**config.mk**
```make
export PLATFORM = sky130hd
export DESIGN_NAME = touch_keyboard_key_decoder_flat
export DESIGN_NICKNAME = d
export VERILOG_FILES = /design/src/hdl/tkd_pkg.sv /design/src/hdl/tkd_if.sv /design/src/hdl/touch_keyboard_key_decoder.sv /design/src/flat_wrapper.sv
export SDC_FILE = /design/constraint.sdc
export NUM_CORES = 1
export LEC_CHECK = 0
export BUFFER_PORTS_ARGS = -buffer_cell sky130_fd_sc_hd__buf_2
export CORE_ASPECT_RATIO = 0.5
export CORE_MARGIN = 5
export CORE_UTILIZATION = 47
export CTS_CLUSTER_SIZE = 12
export DETAILED_ROUTE_END_ITERATION = 16
export PLACE_DENSITY = 0.66
export RECOVER_POWER = 50
export SLEW_MARGIN = 20
export SYNTH_ARGS = -nofsm -noshare
export SYNTH_HDL_FRONTEND = slang
export SYNTH_SLANG_ARGS = --single-unit
```
**constraint.sdc**
```tcl
create_clock -name clk -period 10.95 [get_ports clk]
set_clock_uncertainty 0.1 [all_clocks]
set_input_delay 0.5475 -clock clk [delete_from_list [all_inputs] [get_ports clk]]
set_output_delay 0.5475 -clock clk [all_outputs]
set_load 0.1 [all_outputs]
```
**src/hdl/tkd_pkg.sv**
```systemverilog
package tkd_pkg;

	localparam int KB_TOP    = 279;
	localparam int ROW_PITCH = 51;
	localparam int ROW_H     = 48;
	localparam int ROWS      = 4;
	localparam int COLS      = 10;
	localparam int LAYOUTS   = 4;

	localparam logic [15:0] WINDOW_RESET = 16'd400;

	typedef enum logic [2:0] {
		ACT_NONE       = 3'd0,
		ACT_INSERT     = 3'd1,
		ACT_INS_FULL   = 3'd2,
		ACT_DELETE     = 3'd3,
		ACT_DEL_EMPTY  = 3'd4,
		ACT_ACCEPT     = 3'd5,
		ACT_LAYOUT     = 3'd6
	} action_t;

	typedef enum logic [1:0] {
		SHIFT_IDLE   = 2'd0,
		SHIFT_SINGLE = 2'd1,
		SHIFT_HELD   = 2'd2
	} shift_t;

	typedef logic [1:0] layout_t;
	localparam layout_t LAYOUT_LOWER = 2'd0;
	localparam layout_t LAYOUT_UPPER = 2'd1;
	localparam layout_t LAYOUT_SYM1  = 2'd2;
	localparam layout_t LAYOUT_SYM2  = 2'd3;

	localparam logic REQ_START   = 1'b0;
	localparam logic REQ_RELEASE = 1'b1;

	typedef logic [8:0] key_t;
	localparam key_t K_NONE  = 9'h000;
	localparam key_t K_SHIFT = 9'h100;
	localparam key_t K_DEL   = 9'h101;
	localparam key_t K_OK    = 9'h102;
	localparam key_t K_SYM1  = 9'h103;
	localparam key_t K_SYM2  = 9'h104;
	localparam key_t K_ABC   = 9'h105;

	// row shape per layout: ten keys, nine keys (ten in the symbol layouts), shift row, bottom row
	localparam logic [1:0] ROW_SHAPE [LAYOUTS][ROWS] = '{
		'{2'd0, 2'd1, 2'd2, 2'd3},
		'{2'd0, 2'd1, 2'd2, 2'd3},
		'{2'd0, 2'd0, 2'd2, 2'd3},
		'{2'd0, 2'd0, 2'd2, 2'd3}
	};

	// key span per shape: x_start <= x < x_end; empty slots have zero width
	localparam logic [9:0] KEY_XS [4][COLS] = '{
		'{10'd4, 10'd51, 10'd98, 10'd145, 10'd192, 10'd239, 10'd286, 10'd333, 10'd380,
			10'd427},
		'{10'd4, 10'd56, 10'd108, 10'd160, 10'd212, 10'd264, 10'd316, 10'd368, 10'd420,
			10'd0},
		'{10'd4, 10'd88, 10'd131, 10'd174, 10'd217, 10'd260, 10'd303, 10'd346, 10'd389,
			10'd0},
		'{10'd4, 10'd90, 10'd134, 10'd346, 10'd390, 10'd0, 10'd0, 10'd0, 10'd0, 10'd0}
	};
	localparam logic [9:0] KEY_XE [4][COLS] = '{
		'{10'd48, 10'd95, 10'd142, 10'd189, 10'd236, 10'd283, 10'd330, 10'd377, 10'd424,
			10'd471},
		'{10'd53, 10'd105, 10'd157, 10'd209, 10'd261, 10'd313, 10'd365, 10'd417, 10'd469,
			10'd0},
		'{10'd85, 10'd128, 10'd171, 10'd214, 10'd257, 10'd300, 10'd343, 10'd386, 10'd470,
			10'd0},
		'{10'd87, 10'd131, 10'd343, 10'd387, 10'd473, 10'd0, 10'd0, 10'd0, 10'd0, 10'd0}
	};

	localparam key_t KEY_MAP [LAYOUTS][ROWS][COLS] = '{
		'{
			'{9'("q"), 9'("w"), 9'("e"), 9'("r"), 9'("t"), 9'("y"), 9'("u"), 9'("i"),
				9'("o"), 9'("p")},
			'{9'("a"), 9'("s"), 9'("d"), 9'("f"), 9'("g"), 9'("h"), 9'("j"), 9'("k"),
				9'("l"), K_NONE},
			'{K_SHIFT, 9'("z"), 9'("x"), 9'("c"), 9'("v"), 9'("b"), 9'("n"), 9'("m"),
				K_DEL, K_NONE},
			'{K_SYM1, 9'(","), 9'(" "), 9'("."), K_OK, K_NONE, K_NONE, K_NONE, K_NONE,
				K_NONE}
		},
		'{
			'{9'("Q"), 9'("W"), 9'("E"), 9'("R"), 9'("T"), 9'("Y"), 9'("U"), 9'("I"),
				9'("O"), 9'("P")},
			'{9'("A"), 9'("S"), 9'("D"), 9'("F"), 9'("G"), 9'("H"), 9'("J"), 9'("K"),
				9'("L"), K_NONE},
			'{K_SHIFT, 9'("Z"), 9'("X"), 9'("C"), 9'("V"), 9'("B"), 9'("N"), 9'("M"),
				K_DEL, K_NONE},
			'{K_SYM1, 9'(","), 9'(" "), 9'("."), K_OK, K_NONE, K_NONE, K_NONE, K_NONE,
				K_NONE}
		},
		'{
			'{9'("1"), 9'("2"), 9'("3"), 9'("4"), 9'("5"), 9'("6"), 9'("7"), 9'("8"),
				9'("9"), 9'("0")},
			'{9'("@"), 9'("#"), 9'("$"), 9'("_"), 9'("&"), 9'("-"), 9'("+"), 9'("("),
				9'(")"), 9'("/")},
			'{K_SYM2, 9'("*"), 9'h022, 9'h027, 9'(":"), 9'(";"), 9'("!"), 9'("?"),
				K_DEL, K_NONE},
			'{K_ABC, 9'(","), 9'(" "), 9'("."), K_OK, K_NONE, K_NONE, K_NONE, K_NONE,
				K_NONE}
		},
		'{
			'{9'("~"), 9'h060, 9'("|"), 9'("^"), 9'("%"), 9'h05C, 9'("["), 9'("]"),
				9'("{"), 9'("}")},
			'{9'("<"), 9'(">"), 9'("="), 9'("@"), 9'("#"), 9'("$"), 9'("&"), 9'("*"),
				9'("+"), 9'("-")},
			'{K_SYM1, 9'("!"), 9'("?"), 9'("/"), 9'("_"), 9'("("), 9'(")"), 9'(":"),
				K_DEL, K_NONE},
			'{K_ABC, 9'(","), 9'(" "), 9'("."), K_OK, K_NONE, K_NONE, K_NONE, K_NONE,
				K_NONE}
		}
	};

endpackage

```
**src/hdl/tkd_if.sv**
```systemverilog
interface tkd_req_if;
	logic        valid;
	logic        ready;
	logic        req_type;
	logic [6:0]  start_length;
	logic [9:0]  touch_x;
	logic [9:0]  touch_y;
	logic [31:0] time_ms;

	modport source (output valid, req_type, start_length, touch_x, touch_y, time_ms,
		input ready);
	modport sink (input valid, req_type, start_length, touch_x, touch_y, time_ms,
		output ready);
endinterface

interface tkd_rsp_if;
	logic       valid;
	logic       ready;
	logic [2:0] action;
	logic [7:0] char_code;
	logic [6:0] text_length;
	logic [1:0] layout;
	logic [1:0] shift_mode;

	modport source (output valid, action, char_code, text_length, layout, shift_mode,
		input ready);
	modport sink (input valid, action, char_code, text_length, layout, shift_mode,
		output ready);
endinterface

```
**src/hdl/touch_keyboard_key_decoder.sv**
```systemverilog
// channel  dir  handshake      word
// req      in   valid/ready    req_type, start_length, touch_x, touch_y, time_ms
// rsp      out  valid/ready    action, char_code, text_length, layout, shift_mode
// cfg      in   cfg_we         cfg_wdata = double-tap window (ms)
//
// One word per cycle sustained while rsp is not stalled. An accepted word goes to the
// input register, then key lookup and state update into the result register (rsp.valid).
// req.ready drops only while both registers hold words and rsp is stalled.
// arst_n clears valids, layout lower, shift off, length 0; window resets to 400.
module touch_keyboard_key_decoder #(
	parameter int MAX_TEXT = 64
) (
	input  logic          clk,
	input  logic          arst_n,
	tkd_req_if.sink       req,
	tkd_rsp_if.source     rsp,
	input  logic          cfg_we,
	input  logic [15:0]   cfg_wdata
);
	import tkd_pkg::*;

	localparam int LEN_CAP_I = (MAX_TEXT > 127) ? 127 : MAX_TEXT;
	localparam logic [6:0] LEN_CAP = 7'(LEN_CAP_I);

	logic [15:0] window_q;

	logic        valid_s1;
	logic        req_type_s1;
	logic [6:0]  start_length_s1;
	logic [9:0]  touch_x_s1;
	logic [9:0]  touch_y_s1;
	logic [31:0] time_ms_s1;

	logic        valid_s2;
	action_t     action_s2;
	logic [7:0]  char_code_s2;

	layout_t     layout_q;
	shift_t      shift_q;
	logic [31:0] last_shift_q;
	logic [6:0]  length_q;
	logic        done_q;

	layout_t     layout_d;
	shift_t      shift_d;
	logic [31:0] last_shift_d;
	logic [6:0]  length_d;
	logic        done_d;
	action_t     action_d;
	logic [7:0]  char_d;

	logic        advance;
	logic        row_hit;
	logic [1:0]  row_idx;
	logic        col_hit;
	logic [3:0]  col_idx;
	logic [1:0]  shape;
	key_t        key;
	logic        dbl_tap;
	logic [31:0] tap_gap;

	assign advance   = valid_s1 && (!valid_s2 || rsp.ready);
	assign req.ready = !valid_s1 || !valid_s2 || rsp.ready;

	always_ff @(posedge clk or negedge arst_n) begin
		if (!arst_n) begin
			window_q <= WINDOW_RESET;
		end else if (cfg_we) begin
			window_q <= cfg_wdata;
		end
	end

	always_ff @(posedge clk or negedge arst_n) begin
		if (!arst_n) begin
			valid_s1 <= 1'b0;
		end else if (req.ready) begin
			valid_s1 <= req.valid;
		end
	end

	always_ff @(posedge clk) begin
		if (req.ready && req.valid) begin
			req_type_s1     <= req.req_type;
			start_length_s1 <= req.start_length;
			touch_x_s1      <= req.touch_x;
			touch_y_s1      <= req.touch_y;
			time_ms_s1      <= req.time_ms;
		end
	end

	// row and column by parallel compares against fixed key spans
	always_comb begin
		row_hit = 1'b0;
		row_idx = '0;
		for (int r = 0; r < ROWS; r++) begin
			if (touch_y_s1 >= 10'(KB_TOP + ROW_PITCH * r) &&
				touch_y_s1 < 10'(KB_TOP + ROW_PITCH * r + ROW_H)) begin
				row_hit = 1'b1;
				row_idx = 2'(r);
			end
		end
		shape   = ROW_SHAPE[layout_q][row_idx];
		col_hit = 1'b0;
		col_idx = '0;
		for (int c = 0; c < COLS; c++) begin
			if (touch_x_s1 >= KEY_XS[shape][c] && touch_x_s1 < KEY_XE[shape][c]) begin
				col_hit = 1'b1;
				col_idx = 4'(c);
			end
		end
		key = (row_hit && col_hit) ? KEY_MAP[layout_q][row_idx][col_idx] : K_NONE;
	end

	assign tap_gap = time_ms_s1 - last_shift_q;
	assign dbl_tap = tap_gap < {16'd0, window_q};

	always_comb begin
		layout_d     = layout_q;
		shift_d      = shift_q;
		last_shift_d = last_shift_q;
		length_d     = length_q;
		done_d       = done_q;
		action_d     = ACT_NONE;
		char_d       = '0;
		if (req_type_s1 == REQ_START) begin
			length_d     = (start_length_s1 > LEN_CAP) ? LEN_CAP : start_length_s1;
			layout_d     = LAYOUT_LOWER;
			shift_d      = SHIFT_IDLE;
			last_shift_d = '0;
			done_d       = 1'b0;
		end else if (!done_q) begin
			priority if (key == K_SHIFT) begin
				unique case (shift_q)
					SHIFT_IDLE: begin
						shift_d  = dbl_tap ? SHIFT_HELD : SHIFT_SINGLE;
						layout_d = LAYOUT_UPPER;
					end
					SHIFT_SINGLE: begin
						if (dbl_tap) begin
							shift_d = SHIFT_HELD;
						end else begin
							shift_d  = SHIFT_IDLE;
							layout_d = LAYOUT_LOWER;
						end
					end
					default: begin
						shift_d  = SHIFT_IDLE;
						layout_d = LAYOUT_LOWER;
					end
				endcase
				last_shift_d = time_ms_s1;
				action_d     = ACT_LAYOUT;
			end else if (key == K_SYM1) begin
				layout_d = LAYOUT_SYM1;
				action_d = ACT_LAYOUT;
			end else if (key == K_SYM2) begin
				layout_d = LAYOUT_SYM2;
				action_d = ACT_LAYOUT;
			end else if (key == K_ABC) begin
				layout_d = (shift_q != SHIFT_IDLE) ? LAYOUT_UPPER : LAYOUT_LOWER;
				action_d = ACT_LAYOUT;
			end else if (key == K_OK) begin
				done_d   = 1'b1;
				action_d = ACT_ACCEPT;
			end else if (key == K_DEL) begin
				if (length_q != '0) begin
					length_d = length_q - 7'd1;
					action_d = ACT_DELETE;
				end else begin
					action_d = ACT_DEL_EMPTY;
				end
			end else if (key != K_NONE) begin
				if (length_q < LEN_CAP) begin
					length_d = length_q + 7'd1;
					action_d = ACT_INSERT;
					char_d   = key[7:0];
				end else begin
					action_d = ACT_INS_FULL;
				end
				// one-shot shift drops after any character, refused or not
				if (shift_q == SHIFT_SINGLE) begin
					shift_d  = SHIFT_IDLE;
					layout_d = LAYOUT_LOWER;
				end
			end else begin
				action_d = ACT_NONE;
			end
		end
	end

	always_ff @(posedge clk or negedge arst_n) begin
		if (!arst_n) begin
			layout_q     <= LAYOUT_LOWER;
			shift_q      <= SHIFT_IDLE;
			last_shift_q <= '0;
			length_q     <= '0;
			done_q       <= 1'b0;
		end else if (advance) begin
			layout_q     <= layout_d;
			shift_q      <= shift_d;
			last_shift_q <= last_shift_d;
			length_q     <= length_d;
			done_q       <= done_d;
		end
	end

	always_ff @(posedge clk or negedge arst_n) begin
		if (!arst_n) begin
			valid_s2 <= 1'b0;
		end else if (advance) begin
			valid_s2 <= 1'b1;
		end else if (rsp.ready) begin
			valid_s2 <= 1'b0;
		end
	end

	always_ff @(posedge clk) begin
		if (advance) begin
			action_s2    <= action_d;
			char_code_s2 <= char_d;
		end
	end

	// state registers update with the result, so they read as this word's outcome
	assign rsp.valid       = valid_s2;
	assign rsp.action      = action_s2;
	assign rsp.char_code   = char_code_s2;
	assign rsp.text_length = length_q;
	assign rsp.layout      = layout_q;
	assign rsp.shift_mode  = shift_q;

endmodule
```
**src/flat_wrapper.sv**
```systemverilog
// flat-port wrapper written by rule: the top's interface ports become plain ports
module touch_keyboard_key_decoder_flat import tkd_pkg::*;
#(
	parameter int MAX_TEXT = 64
)
  (clk, arst_n, cfg_we, cfg_wdata, req_valid, req_req_type, req_start_length, req_touch_x, req_touch_y, req_time_ms, req_ready, rsp_valid, rsp_action, rsp_char_code, rsp_text_length, rsp_layout, rsp_shift_mode, rsp_ready);
  tkd_req_if req_i ();
  tkd_rsp_if rsp_i ();
  input  logic clk;
  input  logic arst_n;
  input  logic cfg_we;
  input  logic [15:0] cfg_wdata;
  input wire logic [$bits(req_i.valid)-1:0] req_valid;
  input wire logic [$bits(req_i.req_type)-1:0] req_req_type;
  input wire logic [$bits(req_i.start_length)-1:0] req_start_length;
  input wire logic [$bits(req_i.touch_x)-1:0] req_touch_x;
  input wire logic [$bits(req_i.touch_y)-1:0] req_touch_y;
  input wire logic [$bits(req_i.time_ms)-1:0] req_time_ms;
  output wire logic [$bits(req_i.ready)-1:0] req_ready;
  output wire logic [$bits(rsp_i.valid)-1:0] rsp_valid;
  output wire logic [$bits(rsp_i.action)-1:0] rsp_action;
  output wire logic [$bits(rsp_i.char_code)-1:0] rsp_char_code;
  output wire logic [$bits(rsp_i.text_length)-1:0] rsp_text_length;
  output wire logic [$bits(rsp_i.layout)-1:0] rsp_layout;
  output wire logic [$bits(rsp_i.shift_mode)-1:0] rsp_shift_mode;
  input wire logic [$bits(rsp_i.ready)-1:0] rsp_ready;
  assign req_i.valid = req_valid;
  assign req_i.req_type = req_req_type;
  assign req_i.start_length = req_start_length;
  assign req_i.touch_x = req_touch_x;
  assign req_i.touch_y = req_touch_y;
  assign req_i.time_ms = req_time_ms;
  assign req_ready = req_i.ready;
  assign rsp_valid = rsp_i.valid;
  assign rsp_action = rsp_i.action;
  assign rsp_char_code = rsp_i.char_code;
  assign rsp_text_length = rsp_i.text_length;
  assign rsp_layout = rsp_i.layout;
  assign rsp_shift_mode = rsp_i.shift_mode;
  assign rsp_i.ready = rsp_ready;
  touch_keyboard_key_decoder #(.MAX_TEXT(MAX_TEXT)) u_core (.clk(clk), .arst_n(arst_n), .req(req_i), .rsp(rsp_i), .cfg_we(cfg_we), .cfg_wdata(cfg_wdata));
endmodule
```
; After elaboration in Yosys (flattened, before gate mapping)
; Index checks and enable logic that the tools add are counted.
[totals]
register_bits = 133
in_bits = 81
out_inout_bits = 24
wordCells = 227
[op_classes]
add_sub_neg = 3
magnitude_cmp = 35
n_eq_ne = 29
mux = 103
n_bitwise = 7
reduce_logical = 34
[op_table]
columns = op, count
row1 = binary-select mux 360 bit (select 2 bit), 1
row2 = two-way mux 360 bit, 2
row3 = binary-select mux 100 bit (select 2 bit), 2
row4 = two-way mux 100 bit, 4
row5 = binary-select mux 90 bit (select 2 bit), 1
row6 = two-way mux 90 bit, 2
row7 = greater-or-equal comparator 10 bit, 10
row8 = less-than comparator 10 bit, 10
row9 = two-way mux 32 bit, 3
row10 = two-way mux 7 bit, 12
row11 = "== test 9 bit, second input constant", 6
row12 = two-way mux 2 bit, 27
row13 = "greater-or-equal comparator 10 x 9 -> 1 bit, second input constant", 4
row14 = "less-than comparator 10 x 9 -> 1 bit, second input constant", 4
row15 = binary-select mux 9 bit (select 4 bit), 1
row16 = two-way mux 3 bit, 11
row17 = less-than comparator 32 x 16 -> 1 bit, 1
row18 = subtractor 32 bit, 1
row19 = "!= test 3 bit, second input constant", 10
row20 = two-way mux 9 bit, 3
row21 = two-way mux 1 bit, 26
row22 = "!= test 6 bit, second input constant", 4
row23 = logical AND 1 bit, 17
row24 = binary-select mux 8 bit (select 2 bit), 1
row25 = other kinds (29), 48

; Logic depth before layout (Yosys ltp)
; Gate-level depths: netlist of run 1.
[logic_depth]
word_depth = 39
depth_mapped = 28
mapped_depth_nobuf = 27

; Least setup slack after synthesis of run 1
; OpenSTA, ideal clock, no wires.
[synth_timing]
path_kind = reg-to-reg
start = reg u_core.layout_q[1] (netlist: u_core.rsp.layout[1])
end = reg u_core.length_q[6] (netlist: u_core.rsp.text_length[6])
setup_ns = 0.123
arrival_time_ns = 6.011
required_time_ns = 10.727
slack_ns = 4.716
stages_incl_launch_ff = 23
n_path_buf = 4
period_less_slack_ns = 6.234
path_cell_list = dfrtp_1 > clkinv_1 > o2111ai_4 > inv_2 > nor2_4 > nand2_2 > ha_1 > or4b_2 > nor3b_1 > and3_1 > buf_2 > or3_1 > clkbuf_1 > o21ai_2 > buf_2 > o311ai_0 > nand4_1 > and4_4 > nand3_1 > a41oi_4 > or4b_1 > buf_2 > o221a_1
[synth_between]
elab_chain_cells = 36
elab_cells_between_ends = 99
classes_between = order compare (20) / eq/ne (14) / mux (49) / bitwise (3) / reduce/logical (13)
[synth_rtl]
columns = item, line
row1 = "start, declared", touch_keyboard_key_decoder.sv:38  ; layout_t layout_q;
row2 = "start signal, assigned", touch_keyboard_key_decoder.sv:199  ; layout_q <= layout_d;
row3 = inverter 2 -> 3 bit (implied by the code) *, "touch_keyboard_key_decoder.sv:102, touch_keyboard_key_decoder.sv:111"
row4 = binary-select mux 8 bit (select 2 bit), touch_keyboard_key_decoder.sv:102  ; shape = ROW_SHAPE[layout_q][row_idx];
row5 = two-way mux 8 bit (implied by the code) (2 in a row), touch_keyboard_key_decoder.sv:102
row6 = binary-select mux 2 bit (select 2 bit), touch_keyboard_key_decoder.sv:102
row7 = two-way mux 2 bit (implied by the code) (2 in a row), touch_keyboard_key_decoder.sv:102
row8 = inverter 2 -> 3 bit (implied by the code), touch_keyboard_key_decoder.sv:106  ; if (touch_x_s1 >= KEY_XS[shape][c] && touch_x_s1 < KEY_XE[shape][c]) begin
row9 = binary-select mux 100 bit (select 2 bit), touch_keyboard_key_decoder.sv:106
row10 = two-way mux 100 bit (implied by the code) (2 in a row), touch_keyboard_key_decoder.sv:106
row11 = (+17 left out), -
row12 = two-way mux 7 bit, touch_keyboard_key_decoder.sv:165  ; end else if (key == K_DEL) begin
row13 = two-way mux 7 bit, touch_keyboard_key_decoder.sv:162  ; end else if (key == K_OK) begin
row14 = two-way mux 7 bit, touch_keyboard_key_decoder.sv:159  ; end else if (key == K_ABC) begin
row15 = two-way mux 7 bit, touch_keyboard_key_decoder.sv:156  ; end else if (key == K_SYM2) begin
row16 = two-way mux 7 bit, touch_keyboard_key_decoder.sv:153  ; end else if (key == K_SYM1) begin
row17 = two-way mux 7 bit, touch_keyboard_key_decoder.sv:132  ; priority if (key == K_SHIFT) begin
row18 = two-way mux 7 bit, touch_keyboard_key_decoder.sv:131  ; end else if (!done_q) begin
row19 = two-way mux 7 bit, touch_keyboard_key_decoder.sv:125  ; if (req_type_s1 == REQ_START) begin
row20 = "end signal, assigned", touch_keyboard_key_decoder.sv:202  ; length_q <= length_d;
row21 = "end, declared", touch_keyboard_key_decoder.sv:41  ; logic [6:0] length_q;
; Every way passes the cells marked *; elsewhere a longest branch is shown, timed or not. The select of a mux whose other input is x is not followed.
; A chain may end at the register's enable or synchronous reset.

; Worst setup path after layout of run 1
; Same ends and word-level chain as after synthesis.

==> flow_summary.json, run 1 <==
{
  "status": "finished, violations left",
  "violations": "max-capacitance violations, max-slew violations",
  "worstSetupEndpoint": "u_core.rsp.text_length[6]",
  "post_cts_resized": 0,
  "antenna_left": 0,
  "synth_fp_nets": 1438,
  "path_buf_inv": 2,
  "diodes": 0,
  "intPower_mw": 1.093,
  "cts_buffers": 17,
  "finalPower_mw": 1.699,
  "drtIter0Drc": 987,
  "cts_sinks": 132,
  "ys_seq_area_share_pct": 32.76,
  "viasPerCell": 6.354,
  "cts.clk_slew.worst_paths_ns": 0.06,
  "fp.dieW_um": 228.0,
  "ys.flop_type": "edfxtp_1",
  "cts-root-buf": "clkbuf_16",
  "fin_tns_setup_ns": 0,
  "p_sw_share_pct": 35.69,
  "clockPowerShare_pct": 34.9,
  "grt_usage_pct": 24.59,
  "area_growth_pct": 12.27,
  "cp_common_cell": "nand2_1",
  "cts_tree": "done",
  "tightest_slew_ns": 3.451,
  "crit_family": "compound AO/OA/AOI/OAI gates",
  "portBuffers": 103,
  "max_freq_mhz": 133.9,
  "finalHoldViolCount": 0,
  "synth_seq_cells": 132,
  "slowest_delay_ns": 0.76,
  "report.final.slew_viol_count": 63,
  "cts_setup_buffers": 0,
  "yosysTopAreaCell": "edfxtp_1",
  "drive_gt1_share_pct": 14.38,
  "core_area_sq_mm": 0.02308,
  "io_pins": 105,
  "powerDensity_mw_per_mm2": 135.6,
  "clk_latency_ns": 0.43,
  "path_cells": "clkinv_1 -> o2111ai_4 -> inv_2 -> nor2_4 -> nand2_2 -> ha_1 -> nand2_1 -> a311oi_1 -> o22ai_1 -> o41ai_1 -> nor3_2 -> o221a_2 -> o21ai_2 -> nand2_1 -> o21ai_0 -> nand2_1 -> a21boi_0 -> or4b_1 -> o221a_1",
  "netlist_instances": 1240,
  "synth_area_per_cell_sq_um": 9.004,
  "die_h_um": 119.0,
  "wire_per_inst_um": 20.79,
  "period_share_pct": 68.18,
  "cts.htree.levels": 4,
  "setup_ws_ns": 3.484,
  "r2r_end": "u_core.rsp.text_length[6]",
  "path_depth": 19,
  "die-area_sq_mm": 0.02712,
  "grt_max_degree": 63,
  "hp-class": "primary input to flop",
  "critical_path_class": "flop to flop",
  "cp-startpoint": "u_core.rsp.layout[1]",
  "yosys.area.top_type_share_pct": 18.83,
  "whs_ns": 0.1866,
  "synthArstFlopShare_pct": 46.97,
  "slowest_stage": "dfrtp_1",
  "grt_remaining_overflow": 0,
  "reg2reg_depth": 19,
  "cts-hold-fix-buffers": 0,
  "grt_pass1_wl_um": 54430,
  "endpoint_kind": "flop",
  "setup_violations": 0,
  "via_count": 10434,
  "drc": 0,
  "rsz0062_at_grt": "false",
  "drt_wl_total_um": 34140,
  "drtPass1Iterations": 6,
  "rrSetupSlack_ns": 3.48,
  "crit_fanout": 19,
  "post-place-ws_ns": 3.693,
  "rows": 39,
  "place_congestion": 1.028,
  "antenna_found_initial": 0,
  "seqPwrFrac_pct": 34.9,
  "slew_headroom_pct": -130.1,
  "arrival_ns": 7.69,
  "clockBufferDepth": 2,
  "initial_core_util_pct": 48.37,
  "synth_edf_count": 70,
  "max-vdd-ir-drop_v": 0.00009062,
  "p_leak_nw": 5.221,
  "grt_pass1_vias": 10224,
  "worstReg2RegStart": "u_core.rsp.layout[1]",
  "period_needed_ns": 7.466,
  "power.switching_uw": 606.4,
  "synth_cell_type_count": 108,
  "max_cap_violations": 1,
  "dp_hpwl_um": 25590,
  "critPathLaunchType": "flop",
  "synth_area_leaders": "edfxtp_1 (19%), dfrtp_1 (13%), ha_1 (13%)",
  "synth_warnings": 0,
  "critPathRequiredTime_ns": 11.17,
  "syn_area_sq_mm": 0.01116,
  "layout.nets": 1520,
  "power.share.combinational_pct": 30.2
}
## power by group through the flow
stage                     clock network [mW]  logic, mW  registers [mW]
after global placement                     0      0.502           0.602
after CTS                              0.605      0.509           0.593
final                                  0.592      0.513           0.594
after global routing                   0.631      0.558           0.597
after detailed placement                   0      0.505           0.602
after floorplan                            0      0.307           0.664
## registers in the layout (all words and copies together) (netlist names), 2 cells and up
| name | flops |
|---|---|
| u_core.rsp.action | 3 |
| u_core.last_shift_q | 32 |
| u_core.touch_y_s1 | 10 |
| u_core.rsp.text_length | 7 |
| u_core.rsp.layout | 2 |
| u_core.touch_x_s1 | 10 |
| u_core.time_ms_s1 | 32 |
| u_core.rsp.shift_mode | 2 |
| u_core.rsp.char_code | 7 |
| u_core.window_q | 16 |
| u_core.start_length_s1 | 7 |
## how the worst min path moves through the flow
stage                                    startpoint                        end  slack (ns)  depth (start not counted)
after floorplan                              arst_n              u_core.done_q        0.15                          0
after global placement              u_core.valid_s1           u_core.rsp.valid        0.37                          1
after detailed placement  u_core.start_length_s1[1]  u_core.rsp.text_length[1]        0.37                          2
after CTS                           req_time_ms[15]      u_core.time_ms_s1[15]        0.16                          1
after global routing                req_time_ms[27]      u_core.time_ms_s1[27]        0.16                          1
final                               req_time_ms[15]      u_core.time_ms_s1[15]        0.19                          1
## through the flow
stage / area (sq um) / instances / util [%]
floorplan: 11160 / 1240 / -
global placement: 11930 / 1610 / 51.70
detailed placement: 11930 / 1610 / 51.70
CTS: 12550 / 1642 / 54.36
global route: 12530 / 1642 / 54.31
finish: 12530 / 1642 / 54.31
## cells in the final DEF, fill, tap and decap left out, types with 8 or more instances in the layout
cell type and instances:
a211o_1 9, or3_1 8, nor2_1 95, a21oi_1 78, edfxtp_1 70, and3_1 11, o21a_1 15, dfrtp_1 59
o311ai_0 8, nor2b_1 22, a21o_1 23, nor3_1 23, o21ai_0 71, buf_2 98, xnor2_1 12, nor4_1 16
nand4_1 14, a21boi_0 8, xor2_1 12, o22ai_1 10, a211oi_1 19, nor3b_1 8, nand3_1 30, o31ai_1 15
o211ai_1 29, a22o_1 33, clkbuf_16 17, inv_1 82, ha_1 115, nand2b_1 17, a31oi_1 12, nand2_1 97
buf_4 10
## cell type report
class | count | area, sq um
tap | 307 | 384.1
sequential | 132 | 3657
inverter | 87 | 329.1
clock buffer | 18 | 439.2
fill | 2136 | 10550
multi-input combinational | 970 | 6963
clock inverter | 14 | 173.9
timing repair buffer | 114 | 588.1
## per-layer routing
layer	wire, um	up-vias	track usage (%)
li1	-	4907	-
met1	14810	4975	30.99
met2	15790	445	41.09
met3	2037	107	5.112
met4	1500	0	11.44
met5	0	-	0
## cell families (layout without fill, tap and decap cells)
family          after synthesis  after routing  synth area share, %
xor+xnor                     24             24                1.883
flops                       132            132                32.76
simple gates                399            399                18.91
mux                           9              9               0.8293
buf+inv                     138            233                4.953
fa+ha+maj                   117            117                13.25
other cells                   1              1              0.03359
compound gates              420            420                27.39
## Yosys cell counts (16+ instances only)
cell,number
ha_1,115
nand2_1,97
nor2_1,95
inv_1,82
a21oi_1,78
o21ai_0,71
edfxtp_1,70
dfrtp_1,59
a22o_1,33
clkbuf_1,33
nand3_1,30
o211ai_1,29
a21o_1,23
nor3_1,23
nor2b_1,22
a211oi_1,19
nand2b_1,17
nor4_1,16
Note: power is estimated with default switching activity, not from simulation.
==> inputs of run 2 (changes only) <==
Settings changed: ABC_AREA set to 1.
Clock period 10.95 ns to 6.9 ns, I/O delays scaled along.
==> run 2 against run 1 <==
  * Cell area rose by 1.7%
  * The flow still finishes with violations (max-capacitance violations, max-slew violations)
  * Clock-buffer cell count fell by 1
  * Total power rose by 76%
  * Via count fell by 1.2%
  * Die area fell by 2.7%
  * Global-route usage barely moved
  * Largest power group is now combinational cells
  * Non-clock buffer count rose by 54
  * Sequential cell count did not move
  * First-iteration DRC count fell by 14%
  * Utilization rose by 1.7 points
  * Critical endpoint is now u_core.last_shift_q[8]
  * Fmax rose by 19%
  * Combinational power rose by 120%
==> flow_summary.json, run 2 <==
{
  "r2r_end": "u_core.last_shift_q[8]",
  "cts-root-buf": "clkbuf_16",
  "max_freq_mhz": 159.0,
  "finalHoldViolCount": 0,
  "cts.htree.levels": 4,
  "tightest_slew_ns": 3.476,
  "synth_area_leaders": "edfxtp_1 (19%), dfrtp_1 (14%), ha_1 (13%)",
  "max-vdd-ir-drop_v": 0.0001648,
  "drtIter0Drc": 847,
  "busiest_layer": "met2",
  "report.final.slew_viol_count": 63,
  "fin_tns_setup_ns": 0,
  "arrival_ns": 6.54,
  "grt_use_met2_pct": 41.79,
  "synth_edf_count": 70,
  "syn_area_sq_mm": 0.01085,
  "whs_ns": 0.02460,
  "grtUsageMet3_pct": 3.769,
  "drive_gt1_share_pct": 14.13,
  "dp_hpwl_um": 24380,
  "violations": "max-capacitance violations, max-slew violations",
  "critical_path_class": "flop to flop",
  "yosysTopAreaCell": "edfxtp_1",
  "max_cap_violations": 1,
  "slowest_delay_ns": 0.49,
  "cts_sinks": 132,
  "grt_max_degree": 63,
  "grt_pass1_wl_um": 52640,
  "cts_buffers": 17,
  "period_share_pct": 91.12,
  "synth_area_per_cell_sq_um": 7.815,
  "cp-startpoint": "u_core.touch_y_s1[9]",
  "synth_seq_cells": 132,
  "portBuffers": 103,
  "synth_fp_nets": 1586,
  "synth.most_common_cell": "nand2_1",
  "grt_pass1_vias": 10285,
  "antenna_left": 0,
  "crit_fanout": 30,
  "synth_commonest_cells": "nand2_1 (273), inv_1 (161), nand3_1 (132), ha_1 (115), nor2_1 (108)",
  "min_delay_path_depth": 3,
  "wire_per_inst_um": 17.55,
  "drtPass1Iterations": 5,
  "period_needed_ns": 6.287,
  "place_congestion": 0.9385,
  "p_leak_nw": 5.940,
  "final_common_cell": "nand2_1",
  "hold_end": "u_core.window_q[13]",
  "via_count": 10310,
  "cts_tree": "done",
  "core_area_sq_mm": 0.02274,
  "synth_cell_type_count": 64,
  "clockBufferDepth": 2,
  "place_area_sq_mm": 0.01160,
  "diodes": 0,
  "synthArstFlopShare_pct": 46.97,
  "layout.nets": 1742,
  "hold_start": "cfg_wdata[13]",
  "drc": 0,
  "finalPower_mw": 2.999,
  "ys.flop_type": "edfxtp_1",
  "area_growth_pct": 17.50,
  "setup_violations": 0,
  "antenna_found_initial": 0,
  "worstReg2RegStart": "u_core.touch_y_s1[9]",
  "die-area_sq_mm": 0.02640,
  "netlist_instances": 1388,
  "fp.dieW_um": 224.9,
  "clk_latency_ns": 0.43,
  "hp-class": "primary input to flop",
  "endpoint_kind": "flop",
  "fillers": 2164,
  "slew_headroom_pct": -131.7,
  "final_cell_mix": "nand2_1 (273), inv_1 (161), nand3_1 (132)",
  "grt_usage_pct": 24.56,
  "rrSetupSlack_ns": 0.61,
  "io_pins": 105,
  "grt_remaining_overflow": 0,
  "drt_wl_total_um": 32710,
  "status": "finished, violations left",
  "cp_common_cell": "nand2_1",
  "met1_usage_pct": 30.94,
  "viasPerCell": 5.531,
  "top_regs": "u_core.last_shift_q: 32 flops, u_core.time_ms_s1: 32 flops, u_core.window_q: 16 flops",
  "critPathLaunchType": "flop",
  "reg2reg_depth": 33,
  "rows": 39,
  "ys_seq_area_share_pct": 33.71,
  "postLayoutCellArea_sq_mm": 0.01275,
  "die_h_um": 117.4,
  "powerDensity_mw_per_mm2": 235.3,
  "yosys.area.top_type_share_pct": 19.38,
  "initial_core_util_pct": 47.71,
  "slowest_stage": "ha_1",
  "critPathRequiredTime_ns": 7.15,
  "rsz0062_at_grt": "false",
  "synth_warnings": 0,
  "cts.clk_slew.worst_paths_ns": 0.07
}
## run 2: cell types whose count changed after synthesis, sizes merged, moves of 33 or more
cell,previous run,this run
o21ai,75,121
inv,86,172
nand2,98,293
a22o,33,0
nand3,31,151
## run 2: worst max-delay path by stage
stage,to,depth (start not counted)
after detailed placement,u_core.last_shift_q[9],33
final,u_core.last_shift_q[8],33
after CTS,u_core.last_shift_q[8],33
after global placement,u_core.last_shift_q[7],33
after floorplan,u_core.rsp.text_length[6],27
after global routing,u_core.last_shift_q[8],30
## run 2: cells by family after synthesis
logic type	count (synthesis)	share of synthesized area, %
multiplexers	1	0.1038
buffers and inverters	205	8.051
adder cells (fa/ha/maj)	117	13.63
flip-flops	132	33.71
AO/OA/AOI/OAI	272	14.18
AND/OR/NAND/NOR	632	28.03
XOR/XNOR	28	2.261
other	1	0.03457
## run 2: power breakdown
part	switching [mW]	internal, mW	leakage, nW
sequential	0.0635	0.902	1.49
combinational	0.779	0.337	4.17
clock	0.402	0.514	0.283
## run 2: cell type report
cell class | count | area, sq um | area share [%]
clock buffer | 17 | 425.4 | 3.338
clock inverter | 15 | 165.2 | 1.296
inverter | 174 | 658.1 | 5.163
multi-input combinational | 1051 | 6317 | 49.56
sequential | 132 | 3657 | 28.69
tap | 307 | 384.1 | 3.014
timing repair buffer | 168 | 1139 | 8.933
## run 2: per-layer routing
metal  up-vias  wire, um
met5         -         0
met4         0      1384
met3        85      1496
met2       326     15760
met1      4825     14080
li1       5074         -
## run 2: through the flow
step,setup WS (ns),instances,utilization [%]
floorplan,1.632,1388,-
global placement,0.9378,1775,51.01
detailed placement,0.7326,1775,51.01
CTS,0.6897,1863,56.07
global route,0.1642,1864,56.05
finish,0.6125,1864,56.05
## run 2: repair_timing
action                                  CTS  global route
endpoints found under the hold margin    56             1
resized for setup                         0             0
buffers inserted                          0             0
hold buffers                             56             1
endpoints found under the setup margin    0             0
## run 2: critical path: cells and delay by family (launching register included)
family | cells | cell delay, ns
buf+inv | 4 | 0.70
compound gates | 4 | 0.83
flops | 1 | 0.44
fa+ha+maj | 1 | 0.49
simple gates | 24 | 3.61
==> inputs of run 3 (changes only) <==
Settings changed: CORE_ASPECT_RATIO 0.5 to 1.75, TNS_END_PERCENT set to 5.
==> run 3 against run 2 <==
  * The run still ends with max-capacitance violations, max-slew violations left
  * Final cell count shrank 0.16%
  * Sequential share of layout area shrank 0.056 points
  * Sequential cell count is the same
  * Hold slack gained 0.00096 ns
  * Register-to-register slack gained 0.11 ns
  * First-iteration DRC count shrank 33%
  * Worst setup slack gained 0.11 ns
  * Fmax grew 1.7%
  * Via count grew 2.6%
  * Die area shrank 0.24%
  * Largest power group unchanged
==> flow_summary.json, run 3 (synthesis gave the netlist of run 2 again) <==
{
  "violations": "max-capacitance violations, max-slew violations",
  "max_cap_violations": 2,
  "cts_tree": "done",
  "area_growth_pct": 17.73,
  "powerDensity_mw_per_mm2": 236.6,
  "cp_common_cell": "nand2_4",
  "slowest_stage": "ha_1",
  "grt_max_degree": 63,
  "cts_buffers": 17,
  "top_regs": "u_core.last_shift_q: 32 flops, u_core.time_ms_s1: 32 flops, u_core.window_q: 16 flops",
  "critPathRequiredTime_ns": 7.10,
  "via_count": 10583,
  "drtIter0Drc": 565,
  "drt_wl_total_um": 38100,
  "cts.htree.levels": 4,
  "crit_family": "simple AND/OR/NAND/NOR gates",
  "crit_fanout": 30,
  "grt_pass1_wl_um": 58790,
  "slew_headroom_pct": -135.2,
  "cts_sinks": 132,
  "slowest_delay_ns": 0.61,
  "post_cts_resized": 0,
  "report.final.slew_viol_count": 78,
  "fp.dieW_um": 124.8,
  "final_common_cell": "nand2_1",
  "tightest_slew_ns": 3.528,
  "max-vdd-ir-drop_v": 0.0001989,
  "setup_ws_ns": 0.7193,
  "grt_pass1_vias": 11044,
  "multi_input_area_sq_mm": 0.006317,
  "arrival_ns": 6.38,
  "grt_usage_pct": 29.04,
  "finalHoldViolCount": 0,
  "min_delay_path_depth": 1,
  "initial_core_util_pct": 47.70,
  "viasPerCell": 5.687,
  "core_area_sq_mm": 0.02274,
  "clockBufferDepth": 2,
  "antenna_left": 0,
  "period_share_pct": 89.58,
  "die-area_sq_mm": 0.02634,
  "cts_setup_buffers": 0,
  "dp_hpwl_um": 29060,
  "place_congestion": 1.137,
  "drtPass1Iterations": 5,
  "fin_tns_setup_ns": 0,
  "critical_path_class": "flop to flop",
  "hp-class": "primary input to flop",
  "drc": 0,
  "status": "finished, violations left",
  "die_h_um": 211.0,
  "p_leak_nw": 5.949,
  "endpoint_kind": "flop",
  "cts-hold-fix-buffers": 56,
  "rows": 73,
  "critPathLaunchType": "flop",
  "setup_violations": 0,
  "grt_remaining_overflow": 0,
  "cts.clk_slew.worst_paths_ns": 0.06,
  "path_depth": 32,
  "diodes": 0,
  "wire_per_inst_um": 20.47,
  "period_needed_ns": 6.181,
  "fin_util_pct": 56.15,
  "antenna_found_initial": 0,
  "whs_ns": 0.02556,
  "final_cell_mix": "nand2_1 (273), inv_1 (161), nand3_1 (132)",
  "reg2reg_depth": 32,
  "clk_latency_ns": 0.43,
  "seq_area_sq_mm": 0.003657,
  "max_freq_mhz": 161.8,
  "layout.nets": 1746,
  "portBuffers": 103,
  "path_buf_inv": 6,
  "rsz0062_at_grt": "false",
  "post-place-ws_ns": 0.8974,
  "cts-root-buf": "clkbuf_16",
  "io_pins": 105,
  "fillers": 2173,
  "drive_gt1_share_pct": 14.22
}
==> run 3: cell count changes in the layout (fill, tap and decap cells not counted), sizes merged <==
cell / before / now
clkinv: 4 / 5
clkinvlp: 3 / 4
clkbuf: 22 / 26
buf: 106 / 109
inv: 181 / 176
==> run 3: through the flow <==
stage | std cells | cell area (sq um) | total power [mW]
after floorplan | 1388 | 10850 | 1.802
after global placement | 1772 | 11630 | 2.082
after detailed placement | 1772 | 11630 | 2.091
after CTS | 1860 | 12780 | 3.018
after global routing | 1861 | 12770 | 3.184
final | 1861 | 12770 | 3.022
==> run 3: layout make-up <==
class	count	area share [%]
Timing Repair Buffer	172	9.229
Sequential cell	132	28.64
Inverter	174	5.153
Clock buffer	20	3.654
Clock inverter	12	0.9209
Multi-Input combinational cell	1051	49.47
Tap cell	300	2.939
==> run 3: where the power goes <==
part	switching [mW]	internal (mW)	leakage, nW
clock	0.369	0.529	0.276
combinational	0.814	0.344	4.18
sequential	0.0628	0.903	1.49
total	1.25	1.78	5.95
==> run 3: per-layer routing <==
metal	global-route usage, %	vias up	share of wire (%)
li1	-	5071	-
met1	24.77	4934	31
met2	56.35	396	54
met3	5.491	182	4.7
met4	25.00	0	10
met5	0	-	0
==> run 3: final timing paths <==
kind                                           endpoint  slack [ns]                  from
worst min register to register       u_core.window_q[7]        0.39    u_core.window_q[7]
max in group asynchronous       u_core.last_shift_q[28]        3.59                arst_n
min in group asynchronous               u_core.valid_s1        1.12                arst_n
worst min-delay path               u_core.touch_y_s1[5]        0.03        req_touch_y[5]
worst max register to register   u_core.last_shift_q[4]        0.72  u_core.touch_y_s1[5]
worst max-delay path             u_core.last_shift_q[4]        0.72  u_core.touch_y_s1[5]
==> run 3: worst reg2reg max path, delay by kind of cell (launching register included) <==
family	cells	cell delay, ns
and+or+nand+nor	22	3.07
DFF	1	0.45
adders and majority gates	1	0.61
AOI/OAI and AO/OA	3	0.72
buffers and inverters	6	1.09
